--- src/set_assoc_lru_cache_sim_assert.svh ---
// Assertion helpers for the cache model block.
`ifndef SET_ASSOC_LRU_CACHE_SIM_ASSERT_SVH
`define SET_ASSOC_LRU_CACHE_SIM_ASSERT_SVH

// Clocked assertion with explicit clock and active-low reset.
`define SALC_ASSERT_CLK(lbl, clk, rst_n, prop, msg) \
    lbl: assert property (@(posedge clk) disable iff (!rst_n) prop) else $error(msg);

// Same, on the block's own clock and reset.
`define SALC_ASSERT(lbl, prop, msg) \
    `SALC_ASSERT_CLK(lbl, i_clk, i_rst_n, prop, msg)

`endif

--- src/salc_ram.sv ---
module salc_ram #(
    parameter int DATA_W = 8,
    parameter int DEPTH  = 16
) (
    input  logic                                         i_clk,
    input  logic                                         i_we,
    input  logic [((DEPTH > 1) ? $clog2(DEPTH) : 1)-1:0] i_waddr,
    input  logic [DATA_W-1:0]                            i_wdata,
    input  logic                                         i_re,
    input  logic [((DEPTH > 1) ? $clog2(DEPTH) : 1)-1:0] i_raddr,
    output logic [DATA_W-1:0]                            o_rdata
);
    logic [DATA_W-1:0] r_mem [DEPTH];
    logic [DATA_W-1:0] r_rdata;

    always_ff @(posedge i_clk) begin
        if (i_we) begin
            r_mem[i_waddr] <= i_wdata;
        end
        if (i_re) begin
            r_rdata <= r_mem[i_raddr];
        end
    end

    assign o_rdata = r_rdata;
endmodule
--- config.mk ---
export PLATFORM = sky130hd
export DESIGN_NAME = salc_ram
export DESIGN_NICKNAME = d
export VERILOG_FILES = /design/src/set_assoc_lru_cache_sim_assert.svh /design/src/salc_ram.sv
export SDC_FILE = /design/constraint.sdc
export NUM_CORES = 1
export LEC_CHECK = 0
export BUFFER_PORTS_ARGS = -buffer_cell sky130_fd_sc_hd__buf_2
export CORE_ASPECT_RATIO = 1.5
export CORE_MARGIN = 1.5
export CORE_UTILIZATION = 60
export CTS_CLUSTER_DIAMETER = 100
export CTS_CLUSTER_SIZE = 25
export DETAILED_ROUTE_END_ITERATION = 10
export GPL_ROUTABILITY_DRIVEN = 0
export PLACE_DENSITY = 0.78
export SLEW_MARGIN = 20
export SYNTH_ARGS = -nofsm -noshare
export SYNTH_HDL_FRONTEND = slang
export SYNTH_SLANG_ARGS = --single-unit
--- constraint.sdc ---
create_clock -name i_clk -period 2.3 [get_ports i_clk]
set_input_delay 0.23 -clock i_clk [delete_from_list [all_inputs] [get_ports i_clk]]
set_output_delay 0.23 -clock i_clk [all_outputs]
set_load 0.005 [all_outputs]
-- After elaboration in Yosys (flattened, before gate mapping)
Memory sizes are Yosys's and may differ from the RTL's. A register that Yosys moved wholly into a read port is not among the register bits.
Cells that the tools add are included.
- bits in registers: 0
- latch bits: 0
- RAM bits: 128
- memory bits (read-only): 0
- output and inout port bits: 8
- memories: 1
- $add $sub $neg: 0
- $mul: 0
- divide/modulo/power cells: 0
- $lt $le $gt $ge: 0
- equal/unequal tests: 0
- shifts and indexed selects: 0
- multiplexer cells: 2
- bitwise operators: 0
- reductions and logical operators: 0
- memory list (memory ; words ; width ; read ports ; clocked after Yosys merged registers in ; write ports ; RTL line ; text):
    r_mem ; 16 ; 8 ; 1 ; 1 ; 1 ; salc_ram.sv:13 ; logic [DATA_W-1:0] r_mem [DEPTH];
- operators by type and width (cell ; number):
    two-way mux 1 bit ; 2

-- Longest topological paths before layout
Gate-level depths: netlist (run 1).
- word-level depth: 2
- mapped depth: 5
- gate-level depth less buffers: 3

-- Worst setup path after synthesis (run 1)
Ideal clock, no wire load.
- path type: input to register
- start point: input i_waddr[2] (netlist bit)
- end point: memory r_mem[0][0] (enable)
- setup time: 0.383 ns
- arrival time: 1.340 ns
- path slack: 0.577 ns
- stages: 2
- buffers on the path: 0
- path through: or3b_2 > nor3_1
- RTL lines (what ; RTL line ; text):
    from (decl) ; salc_ram.sv:7 ; input logic [((DEPTH > 1) ? $clog2(DEPTH) : 1)-1:0] i_waddr,
    to (decl) ; salc_ram.sv:13 ;
No word-level cell before the write port.

==> run summary, run 1 <==
Status = finished clean
Dpl cells = 372
Max VDD drop = 0.000776 V
Antenna diodes = 0
Worst-case clock buffer depth = 2
CP Capture Type = flip-flop
Final Core Density = 0.731
Root Driver = clkbuf_16
Vias in the first global route = 2675
Final setup TNS = 0 ns
Post-synth cell types = 18
Synth Area in Compound Gates = 0.0230
Area grow syn2layout = 17.6%
Dpl hpwl = 6470 um
Area share of the largest cell type after synthesis = 0.781
Syn. warnings = 0
Slew Viols, Final = 0
Pre-antenna DRT Iters = 5
Core Rows = 41
DR DRC count = 0
Fin crit period = 1.60 ns
Port Buf Inserts = 26
Number of enable flip-flop cells after synthesis = 136
Largest family of logic cells by synthesized area = multiplexers
RSZ-0062 raised after global routing = no
H-tree depth reported by CTS = 4
Final instance area = 0.00615 sq mm
WHS = 0.187 ns
Mean routed wirelength per cell = 26.3 um
Setup slack at placement = 0.414 ns
First-pass GRT wire length = 15900 um
1st-iter DRT viols = 232
DP Area = 0.00558 sq mm
Mapped Nets = 248
I/O pin count = 27
Leading area contributor after synthesis = edfxtp_1
Die area = 0.00929 sq mm
Share of layout cells above drive strength 1 = 0.307
Top achievable clock speed = 0.627 GHz
Hold/Removal Path Class = in2reg
Post-synth top flop = edfxtp_1
Via count = 2596
Crit Path Category = reg2reg
Mean post-synth cell area = 22.8 sq um
Hold buffers post-CTS = 0
Final net count = 303
Crit-path slowest cell = mux4_2
FFs w/ async S/R, synth = 0
Clock power frac = 0.457
Post-Synth Simple-Gate Area = 0.0314
Initial core utilization = 0.621
Final cell count without fillers = 403
Post-synth top cells = 136 x edfxtp_1, 18 x mux4_2, 16 x a22oi_1
Worst path cell trace = mux4_2 > a22oi_1 > nand2_1
Synth Area in Adders = 0
Final setup viols = 0
Clk_lat worst skew = 0.41 ns
DRT antenna net count = 0
Gr usage total = 0.256
Leading cell type by number of instances after synthesis = edfxtp_1
Pint = 4.58 mW
Sequential share of power = 0.498
Critical Path Fanout Max = 1
Cell count after synthesis = 229
Logic pwr share = 0.045
Crit path DAT = 1.72 ns
Largest net degree at the start of global routing = 28
Tcrit/Tclk final = 0.694
Post-cts gate resize count = 0
Clock Skew = 0.00998 ns
Post-Synth XOR/XNOR Area = 0
Crit path required time = 2.42 ns
Worst Setup Start Kind = flip-flop
Top cells by area, synth = edfxtp_1 78%, mux4_2 7.8%, mux4_1 7.0%
TritonCTS clock tree = done
CTS buffer count = 17
Rel. slew slack = 0.449
PwrDens = 918 mW/mm^2
Net Sw Frac = 0.190
Max-Cap Viols = 0
Die X = 79.2 um
Pleak = 2.10 nW
Least-Margin Pin Slew = 0.825 ns
Largest stage delay, worst path = 0.49 ns
Pwr Total = 5.65 mW
Die height = 117 um
Post-Route WL = 10600 um
Post-CTS Setup Repair Bufs = 0
Synth Register Bits = 136
Core area = 0.00841 sq mm
Via/cell ratio = 6.44
Initial antenna violation count = 0
Overflow after GRT = 0
Cell Area, Synth = 0.00523 sq mm
PnR worst setup slack = 0.704 ns
Seq/Total Area, Yosys = 0.781
Clk slew on worst S/H paths = 0.05 ns
Clk sinks = 136
Proportion of synthesized area in mux cells = 0.148
Endpoints failing hold = 0
Sw power = 1.07 mW
==> worst max-delay path, delay by kind of cell (launching register included) <==
kind,cells,cell delay (ns)
compound gates,1,0.29
flops,1,0.38
simple gates,1,0.15
mux,1,0.49
==> placed cells by master (no fill, tap or decap), drive strengths merged, types with 3 or more instances in the layout <==
cell type | synthesis | final
edfxtp | 136 | 136
buf | 7 | 46
mux4 | 32 | 32
bufinv | 0 | 3
clkbuf | 0 | 19
nand2 | 9 | 9
nor3 | 4 | 4
clkinv | 0 | 8
a22oi | 16 | 16
nor2 | 13 | 13
==> final timing paths <==
kind / cells past startpoint / slack [ns] / end / startpoint
max: 3 / 0.70 / o_rdata[7] / r_mem[11][7]
min: 1 / 0.19 / o_rdata[2] / i_re
max reg2reg: 3 / 0.70 / o_rdata[7] / r_mem[11][7]
min reg2reg: 3 / 0.75 / o_rdata[2] / r_mem[14][2]
==> power groups by stage <==
| stage | combinational (mW) | clock [mW] | sequential (mW) |
|---|---|---|---|
| 6_report | 0.254 | 2.58 | 2.81 |
| 5_1_grt | 0.273 | 2.73 | 2.81 |
| 4_1_cts | 0.256 | 2.63 | 2.81 |
| 3_5_place_dp | 0.253 | 0 | 2.86 |
| 3_3_place_gp | 0.242 | 0 | 2.86 |
| 2_1_floorplan | 0.141 | 0 | 2.86 |
==> cell families after synthesis <==
group	count (synthesis)
buffers and inverters	10
AND/OR/NAND/NOR	35
AO/OA/AOI/OAI	16
multiplexers	32
flip-flops	136
==> final cells by class <==
class / count / area, sq um
clock buffer: 19 / 433
clock inverter: 12 / 134
tap: 107 / 134
timing repair buffer: 46 / 305
multi-input combinational: 83 / 1060
fill: 500 / 2270
sequential: 136 / 4080
==> layer usage <==
metal / wire length (um) / track usage
met4: 231 / 0.0965
met2: 5910 / 0.432
met3: 637 / 0.0654
met1: 3830 / 0.315
met5: 0 / 0
==> sequential cells by signal, summed over array words and instances (netlist names) <==
| name | cells |
|---|---|
| r_mem | 128 |
| o_rdata | 8 |
(Power assumes the default switching activity.)
==> inputs of run 2 (changes only) <==
clock period = 1.6 ns   (was 2.3 ns; I/O delays follow)
==> run 2 against run 1 <==
Compared with the run above: critical path depth did not move; hold slack got worse by 0.068 ns; sequential power rose by 44%; combinational power rose by 49%; register-to-register slack got worse by 0.63 ns; via count fell by 2.6%; utilization rose by 1.2 points; cell count rose by 1.2%; non-clock buffer count rose by 4; setup slack got worse by 0.63 ns; die area did not move; fmax rose by 4.9%; largest cell class unchanged; largest power group unchanged; highest routed layer unchanged.
==> run summary, run 2 (same netlist as run 1, synthesis figures left out) <==
Max VDD drop = 0.00104 V (+33%)
RSZ-0062 raised after global routing = no
R2R depth = 3 (unchanged)
Filler cells = 467 (-6.6%)
Crit path DAT = 1.67 ns (-0.05 ns)
Pleak = 2.15 nW (+2.3%)
I/O pin count = 27 (unchanged)
Largest reg by FF count = r_mem
PnR worst setup slack = 0.0789 ns (-0.625 ns)
Critical Path Fanout Max = 1 (unchanged)
Antenna diodes = 0 (unchanged)
Post-Route WL = 10000 um (-5.5%)
Die area = 0.00929 sq mm (unchanged)
Post-cts gate resize count = 0 (unchanged)
Clock Skew = 0.00437 ns (-0.00561 ns)
Root Driver = clkbuf_16
Initial core utilization = 0.621 (unchanged)
Gr usage total = 0.238 (-0.0175)
TritonCTS clock tree = done
Net Sw Frac = 0.180 (-0.00965)
FF-to-FF End = o_rdata[2]
Pre-antenna DRT Iters = 4 (-1)
Clk sinks = 136 (unchanged)
PwrDens = 1350 mW/mm^2 (+47%)
Max-Cap Viols = 0 (unchanged)
Bufs and invs on worst path = 0 (unchanged)
Sw power = 1.52 mW (+42%)
First-pass GRT wire length = 15100 um (-4.9%)
Endpoints failing hold = 0 (unchanged)
Share of layout cells above drive strength 1 = 0.316 (+0.00818)
Worst Setup Start Kind = flip-flop
Largest stage delay, worst path = 0.51 ns (+0.02 ns)
Clk slew on worst S/H paths = 0.05 ns (about the same)
FF-to-FF setup slack = 0.08 ns (-0.63 ns)
Mean routed wirelength per cell = 24.6 um (-6.7%)
Fin crit period = 1.52 ns (-0.0749 ns)
Least-Margin Pin Slew = 0.383 ns (-0.443 ns)
Initial antenna violation count = 0 (unchanged)
Dpl hpwl = 6680 um (+3.2%)
Rel. slew slack = 0.745 (+0.296)
Clock power frac = 0.476 (+0.019)
Overflow after GRT = 0 (unchanged)
Final net count = 307 (+1.3%)
Logic pwr share = 0.045 (about the same)
Crit path depth = 3 (unchanged)
Port Buf Inserts = 26 (unchanged)
Core area = 0.00841 sq mm (unchanged)
Die X = 79.2 um (unchanged)
Status = finished clean
Reg-to-reg startpoint = r_mem[0][2]
Tcrit/Tclk final = 0.951 (+0.257)
Via count = 2529 (-2.6%)
Max FFs per register = 128 (unchanged)
DRT antenna net count = 0 (unchanged)
Hold buffers post-CTS = 0 (unchanged)
1st-iter DRT viols = 135 (-42%)
Crit path required time = 1.75 ns (-0.67 ns)
Crit-path slowest cell = mux4_1
H-tree depth reported by CTS = 4 (unchanged)
Pwr Total = 8.43 mW (+49%)
Most frequent cells in the layout = 136 x edfxtp_1, 26 x buf_2, 21 x buf_4, 18 x mux4_2, 17 x clkbuf_16
Vias in the first global route = 2728 (+2.0%)
Worst path cell trace = mux4_1 > a22oi_1 > nand2_1
Post-CTS Setup Repair Bufs = 0 (unchanged)
Sequential share of power = 0.479 (-0.019)
Crit Path Category = reg2reg
Area grow syn2layout = 19.5%
Final setup viols = 0 (unchanged)
CP top delay family = multiplexers
Worst-case clock buffer depth = 2 (unchanged)
Setup crit start = r_mem[0][2]
Core Rows = 41 (unchanged)
DR DRC count = 0 (unchanged)
Setup slack at placement = -0.106 ns (-0.520 ns)
Clk_lat worst skew = 0.41 ns (about the same)
CP Capture Type = flip-flop
Top achievable clock speed = 0.657 GHz (+4.9%)
Source of the worst hold timing path = i_re
Largest net degree at the start of global routing = 20 (-29%)
Pint = 6.92 mW (+51%)
Commonest non-fill, non-tap cell in the layout = edfxtp_1
Slew Viols, Final = 0 (unchanged)
Critical Path Sink = o_rdata[2]
Hold/Removal Path Class = in2reg
Die height = 117 um (unchanged)
Via/cell ratio = 6.20 (-3.8%)
CTS buffer count = 17 (unchanged)
run 2: changes by cell type in the layout (fill, tap and decap cells not counted), sizes merged:
cell      previous run  this run
buf                 46        50
bufinv               3         5
clkbuf              19        20
clkinv               8         7
clkinvlp             1         0
run 2: how the worst min path moves through the flow:
| stage | endpoint | slack [ns] | depth (start not counted) |
|---|---|---|---|
| finish | o_rdata[3] | 0.12 | 1 |
| CTS | o_rdata[5] | 0.09 | 1 |
| global placement | r_mem[5][2] | 0.52 | 1 |
| floorplan | r_mem[0][0] | 0.26 | 0 |
| detailed placement | o_rdata[1] | 0.53 | 1 |
| global route | o_rdata[2] | 0.10 | 1 |
run 2: layer usage:
layer  track usage  up-vias  wire [um]
li1              -     1103          -
met1         0.276     1317       3850
met2         0.403       90       5570
met3        0.0576       19        363
met4         0.128        0        237
met5             0        -          0
run 2: power groups by stage:
stage / clock, mW / combinational (mW) / sequential, mW
floorplan: 0 / 0.203 / 4.10
global placement: 0 / 0.357 / 4.10
detailed placement: 0 / 0.377 / 4.11
CTS: 4.08 / 0.384 / 4.04
global route: 4.21 / 0.406 / 4.04
finish: 4.02 / 0.379 / 4.04
run 2: worst reg2reg max path, cell delays in order (launching register included):
cell and delay (ns):
edfxtp_1 0.38, mux4_1 0.51, a22oi_1 0.28, nand2_1 0.10
run 2: per-stage QoR:
step                TNS (ns)  hold WS, ns  utilization  cells  area, sq um
floorplan                  0        0.259            -    229         5230
global placement      -0.152        0.523        0.669    376         5630
finish                     0        0.119        0.742    408         6240
global route               0        0.103        0.742    408         6240
CTS                        0       0.0950        0.742    408         6240
detailed placement    -0.319        0.531        0.669    376         5630
run 2: cell type report:
type                            instances  area [sq um]  share of cell area
Timing Repair Buffer                   50           348              0.0557
Clock inverter                         12           180              0.0289
Tap cell                              107           134              0.0214
Clock buffer                           20           437              0.0699
Multi-Input combinational cell         83          1060               0.170
Sequential cell                       136          4080               0.654
